### src/rtl/psf_pkg.sv
package psf_pkg;

  // Table geometry.
  localparam int SLOTS = 16;
  localparam int IDX_W = (SLOTS > 1) ? $clog2(SLOTS) : 1;
  localparam int CNT_W = $clog2(SLOTS + 1);

  // Packet format and sequence constants.
  localparam logic [7:0]  VALID_LENGTH  = 8'd50;
  localparam logic [15:0] WRAP_MIDPOINT = 16'd32767;

  // Configuration reset values and port widths.
  localparam logic [15:0] TIMEOUT_RESET = 16'd40;
  localparam logic [7:0]  TYPE_RESET    = 8'd1;
  localparam int          CFG_DATA_W    = 16;
  localparam int          CFG_IDX_W     = 1;

  typedef enum logic [CFG_IDX_W-1:0] {
    CFG_TIMEOUT = 1'b0,
    CFG_TYPE    = 1'b1
  } cfg_idx_e;

  typedef enum logic {
    OP_PACKET = 1'b0,
    OP_TICK   = 1'b1
  } op_e;

  typedef enum logic [2:0] {
    V_ACCEPTED = 3'd0,
    V_STALE    = 3'd1,
    V_IGNORED  = 3'd2,
    V_FULL     = 3'd3,
    V_REMOVED  = 3'd4
  } verdict_e;

  typedef enum logic [2:0] {
    S_IDLE,
    S_DEC,
    S_SCAN,
    S_PICK,
    S_EMIT
  } state_e;

  // Per-slot fields kept in the entry memory.
  typedef struct packed {
    logic [15:0] last_seq;
    logic [31:0] arrival;
  } entry_t;

  // Result of a sender lookup in the id table.
  typedef struct packed {
    logic             hit;
    logic [IDX_W-1:0] hit_idx;
    logic             free;
    logic [IDX_W-1:0] free_idx;
  } cam_look_t;

  // Update request for the id table.
  typedef struct packed {
    logic             set;
    logic             clr;
    logic [IDX_W-1:0] idx;
    logic [15:0]      sender;
  } cam_wr_t;

endpackage

### src/rtl/psf_if.sv
// Input word channel: one packet header or tick.
interface psf_in_if;
  logic        valid;
  logic        ready;
  logic        opcode;
  logic [7:0]  packet_length;
  logic [7:0]  packet_type;
  logic [15:0] sequence_number;
  logic [15:0] sender_id;
  logic [7:0]  vehicle_kind;

  modport source (
    output valid, opcode, packet_length, packet_type, sequence_number, sender_id,
           vehicle_kind,
    input  ready
  );
  modport sink (
    input  valid, opcode, packet_length, packet_type, sequence_number, sender_id,
           vehicle_kind,
    output ready
  );
endinterface

// Result word channel.
interface psf_out_if;
  logic        valid;
  logic        ready;
  logic [2:0]  verdict;
  logic [15:0] result_sender;
  logic [7:0]  result_kind;
  logic        first_seen;
  logic        last_of_run;

  modport source (
    output valid, verdict, result_sender, result_kind, first_seen, last_of_run,
    input  ready
  );
  modport sink (
    input  valid, verdict, result_sender, result_kind, first_seen, last_of_run,
    output ready
  );
endinterface

### src/rtl/psf_entry_ram.sv
module psf_entry_ram #(
  parameter int DEPTH  = 16,
  parameter int WIDTH  = 48,
  parameter int ADDR_W = (DEPTH > 1) ? $clog2(DEPTH) : 1
) (
  input  logic              clk_i,
  input  logic              we_i,
  input  logic [ADDR_W-1:0] waddr_i,
  input  logic [WIDTH-1:0]  wdata_i,
  input  logic              re_i,
  input  logic [ADDR_W-1:0] raddr_i,
  output logic [WIDTH-1:0]  rdata_o
);

  logic [WIDTH-1:0] mem_q [DEPTH];

  // Single write port.
  always_ff @(posedge clk_i) begin
    if (we_i) begin
      mem_q[waddr_i] <= wdata_i;
    end
  end

  // Registered read; data holds while no read is issued.
  always_ff @(posedge clk_i) begin
    if (re_i) begin
      rdata_o <= mem_q[raddr_i];
    end
  end

endmodule

### src/rtl/psf_sender_cam.sv
module psf_sender_cam import psf_pkg::*; (
  input  logic             clk_i,
  input  logic             rst_ni,
  input  logic [15:0]      lookup_sender_i,
  output cam_look_t        look_o,
  input  cam_wr_t          wr_i,
  input  logic [IDX_W-1:0] rd_idx_i,
  output logic [15:0]      rd_sender_o,
  output logic [SLOTS-1:0] valid_o
);

  logic [SLOTS-1:0] valid_q;
  logic [15:0]      sender_q [SLOTS];

  // Valid bits are cleared by reset.
  always_ff @(posedge clk_i or negedge rst_ni) begin
    if (!rst_ni) begin
      valid_q <= '0;
    end else if (wr_i.set) begin
      valid_q[wr_i.idx] <= 1'b1;
    end else if (wr_i.clr) begin
      valid_q[wr_i.idx] <= 1'b0;
    end
  end

  // Sender ids are only read while their slot is valid.
  always_ff @(posedge clk_i) begin
    if (wr_i.set) begin
      sender_q[wr_i.idx] <= wr_i.sender;
    end
  end

  // Parallel match and lowest free slot; scanning downward leaves the lowest index.
  always_comb begin
    look_o = '0;
    for (int i = SLOTS - 1; i >= 0; i--) begin
      if (valid_q[i] && (sender_q[i] == lookup_sender_i)) begin
        look_o.hit     = 1'b1;
        look_o.hit_idx = IDX_W'(i);
      end
      if (!valid_q[i]) begin
        look_o.free     = 1'b1;
        look_o.free_idx = IDX_W'(i);
      end
    end
  end

  assign rd_sender_o = sender_q[rd_idx_i];
  assign valid_o     = valid_q;

endmodule

### src/rtl/per_sender_sequence_filter.sv
// Packet header: one result word per packet; the next packet is taken only after it is loaded.
// Tick: an expiry scan over the entry memory (one read port, one slot a cycle),
// then, for each removal, a serial lowest-id search over the slots.
// Results wait in an output register, so a stalled sink only holds the current step.
// Reset clears all slot valid bits and the seconds counter and loads the default
// timeout and packet type; no memory clearing pass is needed.
module per_sender_sequence_filter import psf_pkg::*; (
  input  logic                  clk_i,
  input  logic                  rst_ni,
  psf_in_if.sink                in_if,
  psf_out_if.source             out_if,
  input  logic                  cfg_we_i,
  input  logic [CFG_IDX_W-1:0]  cfg_idx_i,
  input  logic [CFG_DATA_W-1:0] cfg_data_i
);

  state_e           state_q, state_d;
  logic [15:0]      timeout_q;
  logic [7:0]       type_q;
  logic [31:0]      cur_q, cur_d;
  cam_look_t        look_q, look_d;
  logic [CNT_W-1:0] cnt_q, cnt_d;
  logic [SLOTS-1:0] expired_q, expired_d;
  logic             best_found_q, best_found_d;
  logic [IDX_W-1:0] best_idx_q, best_idx_d;
  logic [15:0]      best_snd_q, best_snd_d;

  // Captured packet word.
  logic [7:0]  len_q, ptype_q, kind_q;
  logic [15:0] seq_q, snd_q;

  // Output register.
  logic        out_valid_q, out_valid_d;
  verdict_e    verdict_q, verdict_d;
  logic [15:0] res_snd_q, res_snd_d;
  logic [7:0]  res_kind_q, res_kind_d;
  logic        first_q, first_d;
  logic        last_q, last_d;

  logic             in_acc;
  logic             out_free;
  cam_look_t        cam_look;
  cam_wr_t          cam_wr;
  logic [IDX_W-1:0] cam_rd_idx;
  logic [15:0]      cam_rd_snd;
  logic [SLOTS-1:0] valid;

  logic             ram_we, ram_re;
  logic [IDX_W-1:0] ram_waddr, ram_raddr;
  entry_t           ram_wdata, rd_entry;
  logic [$bits(entry_t)-1:0] ram_rdata;

  logic             stale;
  logic [IDX_W-1:0] chk_idx;
  logic [31:0]      age;
  logic [SLOTS-1:0] rest;

  psf_sender_cam u_cam (
    .clk_i           (clk_i),
    .rst_ni          (rst_ni),
    .lookup_sender_i (in_if.sender_id),
    .look_o          (cam_look),
    .wr_i            (cam_wr),
    .rd_idx_i        (cam_rd_idx),
    .rd_sender_o     (cam_rd_snd),
    .valid_o         (valid)
  );

  psf_entry_ram #(
    .DEPTH (SLOTS),
    .WIDTH ($bits(entry_t))
  ) u_ram (
    .clk_i   (clk_i),
    .we_i    (ram_we),
    .waddr_i (ram_waddr),
    .wdata_i (ram_wdata),
    .re_i    (ram_re),
    .raddr_i (ram_raddr),
    .rdata_o (ram_rdata)
  );

  assign rd_entry    = entry_t'(ram_rdata);
  assign in_if.ready = (state_q == S_IDLE);
  assign in_acc      = in_if.valid && in_if.ready;
  assign out_free    = !out_valid_q || out_if.ready;

  // Stale check against the stored sequence number, with the wrap exception.
  assign stale = (rd_entry.last_seq > seq_q) &&
                 !((rd_entry.last_seq > WRAP_MIDPOINT) && (seq_q < WRAP_MIDPOINT));

  // Expiry scan evaluates the slot read in the previous cycle.
  assign chk_idx = IDX_W'(cnt_q - CNT_W'(1));
  assign age     = cur_q - rd_entry.arrival;

  // Expired set without the slot being removed now.
  always_comb begin
    rest             = expired_q;
    rest[best_idx_q] = 1'b0;
  end

  // Sequencer: next state, memory and table accesses, result loading.
  always_comb begin
    state_d      = state_q;
    cur_d        = cur_q;
    look_d       = look_q;
    cnt_d        = cnt_q;
    expired_d    = expired_q;
    best_found_d = best_found_q;
    best_idx_d   = best_idx_q;
    best_snd_d   = best_snd_q;
    out_valid_d  = out_valid_q && !out_if.ready;
    verdict_d    = verdict_q;
    res_snd_d    = res_snd_q;
    res_kind_d   = res_kind_q;
    first_d      = first_q;
    last_d       = last_q;
    cam_wr       = '0;
    cam_rd_idx   = cnt_q[IDX_W-1:0];
    ram_we       = 1'b0;
    ram_waddr    = look_q.hit ? look_q.hit_idx : look_q.free_idx;
    ram_wdata    = '{last_seq: seq_q, arrival: cur_q};
    ram_re       = 1'b0;
    ram_raddr    = cam_look.hit_idx;

    case (state_q)
      S_IDLE: begin
        if (in_acc) begin
          if (op_e'(in_if.opcode) == OP_TICK) begin
            cur_d     = cur_q + 32'd1;
            cnt_d     = '0;
            expired_d = '0;
            state_d   = S_SCAN;
          end else begin
            ram_re  = 1'b1;
            look_d  = cam_look;
            state_d = S_DEC;
          end
        end
      end

      S_DEC: begin
        if (out_free) begin
          out_valid_d = 1'b1;
          res_snd_d   = snd_q;
          res_kind_d  = 8'd0;
          first_d     = 1'b0;
          last_d      = 1'b1;
          if ((len_q != VALID_LENGTH) || (ptype_q != type_q)) begin
            verdict_d = V_IGNORED;
          end else if (look_q.hit && stale) begin
            verdict_d = V_STALE;
          end else if (!look_q.hit && !look_q.free) begin
            verdict_d = V_FULL;
          end else begin
            verdict_d     = V_ACCEPTED;
            res_kind_d    = kind_q;
            first_d       = !look_q.hit;
            ram_we        = 1'b1;
            cam_wr.set    = !look_q.hit;
            cam_wr.idx    = look_q.free_idx;
            cam_wr.sender = snd_q;
          end
          state_d = S_IDLE;
        end
      end

      S_SCAN: begin
        if (cnt_q < CNT_W'(SLOTS)) begin
          ram_re    = 1'b1;
          ram_raddr = cnt_q[IDX_W-1:0];
        end
        if (cnt_q != '0) begin
          expired_d[chk_idx] = valid[chk_idx] && (age >= {16'd0, timeout_q});
        end
        if (cnt_q == CNT_W'(SLOTS)) begin
          cnt_d        = '0;
          best_found_d = 1'b0;
          state_d      = (expired_d != '0) ? S_PICK : S_IDLE;
        end else begin
          cnt_d = cnt_q + CNT_W'(1);
        end
      end

      S_PICK: begin
        if (expired_q[cnt_q[IDX_W-1:0]] && (!best_found_q || (cam_rd_snd < best_snd_q))) begin
          best_found_d = 1'b1;
          best_idx_d   = cnt_q[IDX_W-1:0];
          best_snd_d   = cam_rd_snd;
        end
        if (cnt_q == CNT_W'(SLOTS - 1)) begin
          state_d = S_EMIT;
        end else begin
          cnt_d = cnt_q + CNT_W'(1);
        end
      end

      S_EMIT: begin
        if (out_free) begin
          out_valid_d           = 1'b1;
          verdict_d             = V_REMOVED;
          res_snd_d             = best_snd_q;
          res_kind_d            = 8'd0;
          first_d               = 1'b0;
          last_d                = (rest == '0);
          cam_wr.clr            = 1'b1;
          cam_wr.idx            = best_idx_q;
          expired_d[best_idx_q] = 1'b0;
          cnt_d                 = '0;
          best_found_d          = 1'b0;
          state_d               = (rest == '0) ? S_IDLE : S_PICK;
        end
      end

      default: begin
        state_d = S_IDLE;
      end
    endcase
  end

  // Control registers.
  always_ff @(posedge clk_i or negedge rst_ni) begin
    if (!rst_ni) begin
      state_q      <= S_IDLE;
      cur_q        <= '0;
      cnt_q        <= '0;
      expired_q    <= '0;
      best_found_q <= 1'b0;
      out_valid_q  <= 1'b0;
    end else begin
      state_q      <= state_d;
      cur_q        <= cur_d;
      cnt_q        <= cnt_d;
      expired_q    <= expired_d;
      best_found_q <= best_found_d;
      out_valid_q  <= out_valid_d;
    end
  end

  // Configuration registers.
  always_ff @(posedge clk_i or negedge rst_ni) begin
    if (!rst_ni) begin
      timeout_q <= TIMEOUT_RESET;
      type_q    <= TYPE_RESET;
    end else if (cfg_we_i) begin
      case (cfg_idx_e'(cfg_idx_i))
        CFG_TIMEOUT: timeout_q <= cfg_data_i[15:0];
        CFG_TYPE:    type_q    <= cfg_data_i[7:0];
        default:     ;
      endcase
    end
  end

  // Payload registers.
  always_ff @(posedge clk_i) begin
    if (in_acc) begin
      len_q   <= in_if.packet_length;
      ptype_q <= in_if.packet_type;
      seq_q   <= in_if.sequence_number;
      snd_q   <= in_if.sender_id;
      kind_q  <= in_if.vehicle_kind;
    end
    look_q     <= look_d;
    best_idx_q <= best_idx_d;
    best_snd_q <= best_snd_d;
    verdict_q  <= verdict_d;
    res_snd_q  <= res_snd_d;
    res_kind_q <= res_kind_d;
    first_q    <= first_d;
    last_q     <= last_d;
  end

  // Result word.
  assign out_if.valid         = out_valid_q;
  assign out_if.verdict       = verdict_q;
  assign out_if.result_sender = res_snd_q;
  assign out_if.result_kind   = res_kind_q;
  assign out_if.first_seen    = first_q;
  assign out_if.last_of_run   = last_q;

endmodule
### src/flat_wrapper.sv
// flat-port wrapper written by rule: the top's interface ports become plain ports
module per_sender_sequence_filter_flat import psf_pkg::*;
  (clk_i, rst_ni, cfg_we_i, cfg_idx_i, cfg_data_i, in_if_valid, in_if_opcode, in_if_packet_length, in_if_packet_type, in_if_sequence_number, in_if_sender_id, in_if_vehicle_kind, in_if_ready, out_if_valid, out_if_verdict, out_if_result_sender, out_if_result_kind, out_if_first_seen, out_if_last_of_run, out_if_ready);
  psf_in_if in_if_i ();
  psf_out_if out_if_i ();
  input  logic clk_i;
  input  logic rst_ni;
  input  logic cfg_we_i;
  input  logic [CFG_IDX_W-1:0] cfg_idx_i;
  input  logic [CFG_DATA_W-1:0] cfg_data_i;
  input wire logic [$bits(in_if_i.valid)-1:0] in_if_valid;
  input wire logic [$bits(in_if_i.opcode)-1:0] in_if_opcode;
  input wire logic [$bits(in_if_i.packet_length)-1:0] in_if_packet_length;
  input wire logic [$bits(in_if_i.packet_type)-1:0] in_if_packet_type;
  input wire logic [$bits(in_if_i.sequence_number)-1:0] in_if_sequence_number;
  input wire logic [$bits(in_if_i.sender_id)-1:0] in_if_sender_id;
  input wire logic [$bits(in_if_i.vehicle_kind)-1:0] in_if_vehicle_kind;
  output wire logic [$bits(in_if_i.ready)-1:0] in_if_ready;
  output wire logic [$bits(out_if_i.valid)-1:0] out_if_valid;
  output wire logic [$bits(out_if_i.verdict)-1:0] out_if_verdict;
  output wire logic [$bits(out_if_i.result_sender)-1:0] out_if_result_sender;
  output wire logic [$bits(out_if_i.result_kind)-1:0] out_if_result_kind;
  output wire logic [$bits(out_if_i.first_seen)-1:0] out_if_first_seen;
  output wire logic [$bits(out_if_i.last_of_run)-1:0] out_if_last_of_run;
  input wire logic [$bits(out_if_i.ready)-1:0] out_if_ready;
  assign in_if_i.valid = in_if_valid;
  assign in_if_i.opcode = in_if_opcode;
  assign in_if_i.packet_length = in_if_packet_length;
  assign in_if_i.packet_type = in_if_packet_type;
  assign in_if_i.sequence_number = in_if_sequence_number;
  assign in_if_i.sender_id = in_if_sender_id;
  assign in_if_i.vehicle_kind = in_if_vehicle_kind;
  assign in_if_ready = in_if_i.ready;
  assign out_if_valid = out_if_i.valid;
  assign out_if_verdict = out_if_i.verdict;
  assign out_if_result_sender = out_if_i.result_sender;
  assign out_if_result_kind = out_if_i.result_kind;
  assign out_if_first_seen = out_if_i.first_seen;
  assign out_if_last_of_run = out_if_i.last_of_run;
  assign out_if_i.ready = out_if_ready;
  per_sender_sequence_filter u_core (.clk_i(clk_i), .rst_ni(rst_ni), .in_if(in_if_i), .out_if(out_if_i), .cfg_we_i(cfg_we_i), .cfg_idx_i(cfg_idx_i), .cfg_data_i(cfg_data_i));
endmodule
### config.mk
export PLATFORM = sky130hd
export DESIGN_NAME = per_sender_sequence_filter_flat
export DESIGN_NICKNAME = d
export VERILOG_FILES = /design/src/rtl/psf_pkg.sv /design/src/rtl/psf_if.sv /design/src/rtl/psf_entry_ram.sv /design/src/rtl/psf_sender_cam.sv /design/src/rtl/per_sender_sequence_filter.sv /design/src/flat_wrapper.sv
export SDC_FILE = /design/constraint.sdc
export NUM_CORES = 2
export LEC_CHECK = 0
export ABC_AREA = 1
export BUFFER_PORTS_ARGS = -buffer_cell sky130_fd_sc_hd__buf_4
export CORE_MARGIN = 3
export CORE_UTILIZATION = 35
export DETAILED_ROUTE_END_ITERATION = 10
export PLACE_DENSITY = 0.49
export SYNTH_ARGS = -nofsm -noshare
export SYNTH_HDL_FRONTEND = slang
export SYNTH_SLANG_ARGS = --single-unit
export TNS_END_PERCENT = 10
### constraint.sdc
create_clock -name clk_i -period 5.64 [get_ports clk_i]
set_clock_uncertainty 0.2 [all_clocks]
set_input_delay 1.128 -clock clk_i [delete_from_list [all_inputs] [get_ports clk_i]]
set_output_delay 1.128 -clock clk_i [all_outputs]
set_load 0.01 [all_outputs]
==> results_tabular.tex <==
\begin{tabular}{lr}
\hline
Metric & Value \\
\hline
\multicolumn{2}{l}{\textbf{Status}} \\
\quad Result of the run & completed \\
\multicolumn{2}{l}{\textbf{Timing}} \\
\quad Post-route fraction of the period consumed by the critical path & about 90\% \\
\quad Number of pins exceeding their max-slew limit in the final report & 0 \\
\quad Worst hold slack & $\sim$0.19 ns \\
\quad Shortest period the worst path allows & $\sim$5 ns \\
\quad Post-route setup TNS & 0 ns \\
\quad Remaining max-slew budget at the tightest pin & between 7 and 8\% \\
\quad Final WS setup & around 0.56 ns \\
\quad Final hold violation count & 0 \\
\quad Slew at the pin with the worst max-slew slack & approximately 1.4 ns \\
\quad RSZ-0062 raised after global routing & false \\
\quad Total setup violations reported at the end of the flow & 0 \\
\quad Maximum frequency from static timing analysis & 0.197 GHz \\
\multicolumn{2}{l}{\textbf{Floorplan}} \\
\quad Placeable Area & roughly 170000 um2 \\
\quad Initial standard-cell utilization of the core & between 30\% and 40\% \\
\quad Area enclosed by the die boundary & 176000 um2 \\
\quad Die boundary height & around 420 um \\
\quad Horiz. Die Dim & around 420 um \\
\quad I/O pin count & 110 \\
\quad Row Count & 151 \\
\multicolumn{2}{l}{\textbf{Detailed routing}} \\
\quad \# DRC & 0 \\
\quad Vias after detailed routing & $\sim$44000 \\
\quad Post-Route WL & about 200 mm \\
\quad Number of nets with antenna violations after detailed routing & 0 \\
\quad Initial DRT Pass Iterations & 6 \\
\quad Routed wire length per instance & 23.6 um \\
\quad Detail-routed via count per cell & roughly 5.3 \\
\quad Drt initial violations & 4411 \\
\multicolumn{2}{l}{\textbf{Setup path}} \\
\quad Required time of the critical path & $\sim$6.1 ns \\
\quad CP max-delay cell & sky130\_fd\_sc\_hd\_\_edfxtp\_1 \\
\quad Delay contributed by the slowest stage of the critical path & roughly 0.37 ns \\
\quad Critical path launch point type & register \\
\quad Crit path DAT & 5.55 ns \\
\quad Critical path fanouts, max & 10 \\
\quad Type of element capturing the critical path & register \\
\quad Worst path most repeated cell & sky130\_fd\_sc\_hd\_\_nand2\_1 \\
\quad Critical Setup Path Class & reg2reg \\
\quad Buf/Inv on CP & 2 \\
\quad Top Family by Delay on Critical Path & simple AND/OR/NAND/NOR gates \\
\multicolumn{2}{l}{\textbf{Global routing}} \\
\quad Antenna violations before repair & 3 \\
\quad GRT Util Overall & between 20\% and 30\% \\
\quad Pin count of the biggest net entering global routing & between 100 and 150 \\
\quad First-pass GRT wire length & roughly 290 mm \\
\quad Aggregate global routing overflow & 0 \\
\quad Number of global-route vias before repair & roughly 43000 \\
\multicolumn{2}{l}{\textbf{Clock tree}} \\
\quad Clock buffer depth & 3 \\
\quad Clock-pin transition on the worst setup and hold timing paths & $\sim$0.06 ns \\
\quad Post-CTS Setup Bufs & 0 \\
\quad Max H-tree Level & 4 \\
\quad CTS-repair resized insts & 0 \\
\quad Number of buffers inserted during clock tree synthesis & 147 \\
\quad Clock tree from TritonCTS & built \\
\quad Clock Root Buffer & sky130\_fd\_sc\_hd\_\_clkbuf\_16 \\
\quad Clock latency reported for the late side of the worst-skew pair & 0.82 ns \\
\quad Number of hold buffers added after cts & 0 \\
\quad Count of clock tree sinks & roughly 1300 \\
\multicolumn{2}{l}{\textbf{Pwr}} \\
\quad Max VDD drop & approximately 0.35 mV \\
\quad Leakage dissipation & 0.0270 uW \\
\quad Power Density & about 450 nW/um2 \\
\multicolumn{2}{l}{\textbf{Worst hold path}} \\
\quad Worst min-delay path category & in2async \\
\multicolumn{2}{l}{\textbf{Synth}} \\
\quad Number of register bits inferred by synthesis & between 1000 and 1500 \\
\quad Number of enable flip-flop cells after synthesis & between 1000 and 1500 \\
\quad Top cells by area in the synthesized netlist & sky130\_fd\_sc\_hd\_\_edfxtp\_1 (60\%), sky130\_fd\_sc\_hd\_\_nand2\_1 (11\%), sky130\_fd\_sc\_hd\_\_nand3\_1 (6.5\%) \\
\quad Gate Count Post-Synth & roughly 5800 \\
\quad Post-synth net total & $\sim$6000 \\
\quad Ys Warns & 0 \\
\quad Post-synth top area cell & sky130\_fd\_sc\_hd\_\_edfxtp\_1 \\
\quad Sequential fraction of the synthesis area & between 60\% and 70\% \\
\quad Fraction of synthesized cell area taken by the top area cell type & 59.5\% \\
\quad Most used flip-flop cell after synthesis & sky130\_fd\_sc\_hd\_\_edfxtp\_1 \\
\quad Number of distinct library cell variants in the gate-level netlist after synthesis & 64 \\
\quad Mean post-synth cell area & between 10 and 15 um2 \\
\quad Summed instance area of the synthesized netlist & around 60000 um2 \\
\quad Fraction of registers with async set or reset after synthesis & 7.63\% \\
\multicolumn{2}{l}{\textbf{Place}} \\
\quad Sum of net half-perimeters after detailed placement & $\sim$120 mm \\
\quad Post-Place Setup Slack & around 0.37 ns \\
\quad IO Port Bufs & 109 \\
\quad Routability Congestion & 0.928 \\
\multicolumn{2}{l}{\textbf{Layout}} \\
\quad Commonest cells after routing, fill and taps aside & sky130\_fd\_sc\_hd\_\_nand2\_1 (1675), sky130\_fd\_sc\_hd\_\_edfxtp\_1 (1187), sky130\_fd\_sc\_hd\_\_nand3\_1 (782) \\
\quad Storage element area & around 38000 um2 \\
\quad Share of cells above drive strength 1 & 9.94\% \\
\quad Net total in the final layout & about 6000 \\
\quad Number of filler cells placed in the layout & $\sim$16000 \\
\quad Leading cell type in the layout, fill and taps excluded & sky130\_fd\_sc\_hd\_\_nand2\_1 \\
\quad Footprint of the multi-input gates & $\sim$19000 um2 \\
\quad Final Util & roughly 40\% \\
\quad Synthesis-to-layout area growth & 14.8\% \\
\multicolumn{2}{l}{\textbf{Flow run}} \\
\quad Max-Cap Viols & 0 \\
\hline
\end{tabular}
## flip-flops by register name (all words and copies together) (netlist names), 3 cells and up, named ones only
signal                       cells
u_core.out_if.verdict            3
u_core.u_cam.sender_q          256
u_core.cnt_q                     5
u_core.cur_q                    32
u_core.best_snd_q               16
u_core.state_q                   3
u_core.u_ram.mem_q             768
u_core.u_ram.rdata_o            48
u_core.seq_q                    16
u_core.type_q                    8
u_core.look_q                   10
u_core.len_q                     8
u_core.timeout_q                16
u_core.ptype_q                   8
u_core.best_idx_q                4
u_core.kind_q                    8
u_core.out_if.result_kind        8
u_core.snd_q                    16
u_core.expired_q                16
u_core.out_if.result_sender     16
## final cells by class
type / count / share of cell area, %
flip-flops and latches: 1285 / 55.4
multi-input cells: 3851 / 27.4
diodes: 3 / 0.0109
repair buffers: 317 / 4.39
well taps: 2218 / 4.04
inverters: 383 / 2.11
clock buffers: 193 / 5.78
clock inverters: 69 / 0.859
## path summary, 6_finish.rpt
kind / start / endpoint / slack, ns / cells past startpoint
min in group clk_i: u_core.timeout_q[1] / u_core.timeout_q[1] / 0.28 / 2
setup reg to reg: u_core.u_ram.rdata_o[2] / u_core.state_q[1] / 0.56 / 31
hold / removal: rst_ni / u_core.cur_q[7] / 0.19 / 1
max in group asynchronous: rst_ni / u_core.timeout_q[5] / 4.07 / 2
hold reg to reg: u_core.timeout_q[1] / u_core.timeout_q[1] / 0.28 / 2
setup / recovery: u_core.u_ram.rdata_o[2] / u_core.state_q[1] / 0.56 / 31
## power breakdown
group | internal [uW] | switching [uW]
registers | 11200 | 319
clock network | 5290 | 3960
logic | 3050 | 6930
total | 19500 | 11200
## cell usage after synthesis, types with 18 or more instances
cell type / count
sky130_fd_sc_hd__or2_2: 22
sky130_fd_sc_hd__xor2_1: 81
sky130_fd_sc_hd__o22ai_1: 75
sky130_fd_sc_hd__inv_2: 18
sky130_fd_sc_hd__xnor2_1: 42
sky130_fd_sc_hd__clkbuf_1: 116
sky130_fd_sc_hd__a21oi_1: 232
sky130_fd_sc_hd__buf_2: 105
sky130_fd_sc_hd__buf_1: 29
sky130_fd_sc_hd__inv_1: 360
sky130_fd_sc_hd__nand3_1: 782
sky130_fd_sc_hd__a22oi_1: 20
sky130_fd_sc_hd__ha_1: 86
sky130_fd_sc_hd__o211ai_1: 22
sky130_fd_sc_hd__nor3_1: 20
sky130_fd_sc_hd__edfxtp_1: 1187
sky130_fd_sc_hd__nand4_1: 25
sky130_fd_sc_hd__dfrtp_1: 95
sky130_fd_sc_hd__nor2_1: 286
sky130_fd_sc_hd__nor4_1: 29
sky130_fd_sc_hd__buf_6: 35
sky130_fd_sc_hd__nand2_1: 1676
sky130_fd_sc_hd__o21ai_0: 329
sky130_fd_sc_hd__buf_4: 22
sky130_fd_sc_hd__a221oi_1: 26
## stage by stage
| step | power (uW) | cells | instance area [um2] |
|---|---|---|---|
| 2_1_floorplan | 18200 | 5829 | 59900 |
| 3_3_place_gp | 21700 | 8054 | 64200 |
| 3_5_place_dp | 21700 | 8054 | 64200 |
| 4_1_cts | 31000 | 8316 | 68700 |
| 5_1_grt | 32500 | 8316 | 68700 |
| 6_report | 30700 | 8319 | 68800 |
## logic make-up after synthesis
family,after synthesis,share of synthesized area (%)
AO/OA/AOI/OAI,778,7.37
flip-flops,1285,63.6
AND/OR/NAND/NOR,2863,20.2
adder cells (fa/ha/maj),87,1.83
buffers and inverters,693,5.21
XOR/XNOR,123,1.80
## routing by layer
layer  track usage (%)  up-vias  routed length (um)
met1              30.1    21900               85400
met2              35.5     1602               91500
met4              8.19        0                7440
li1                  -    20600                   -
met5                 0        -                   0
met3              3.05      339               11800
(Power assumes the default switching activity.)
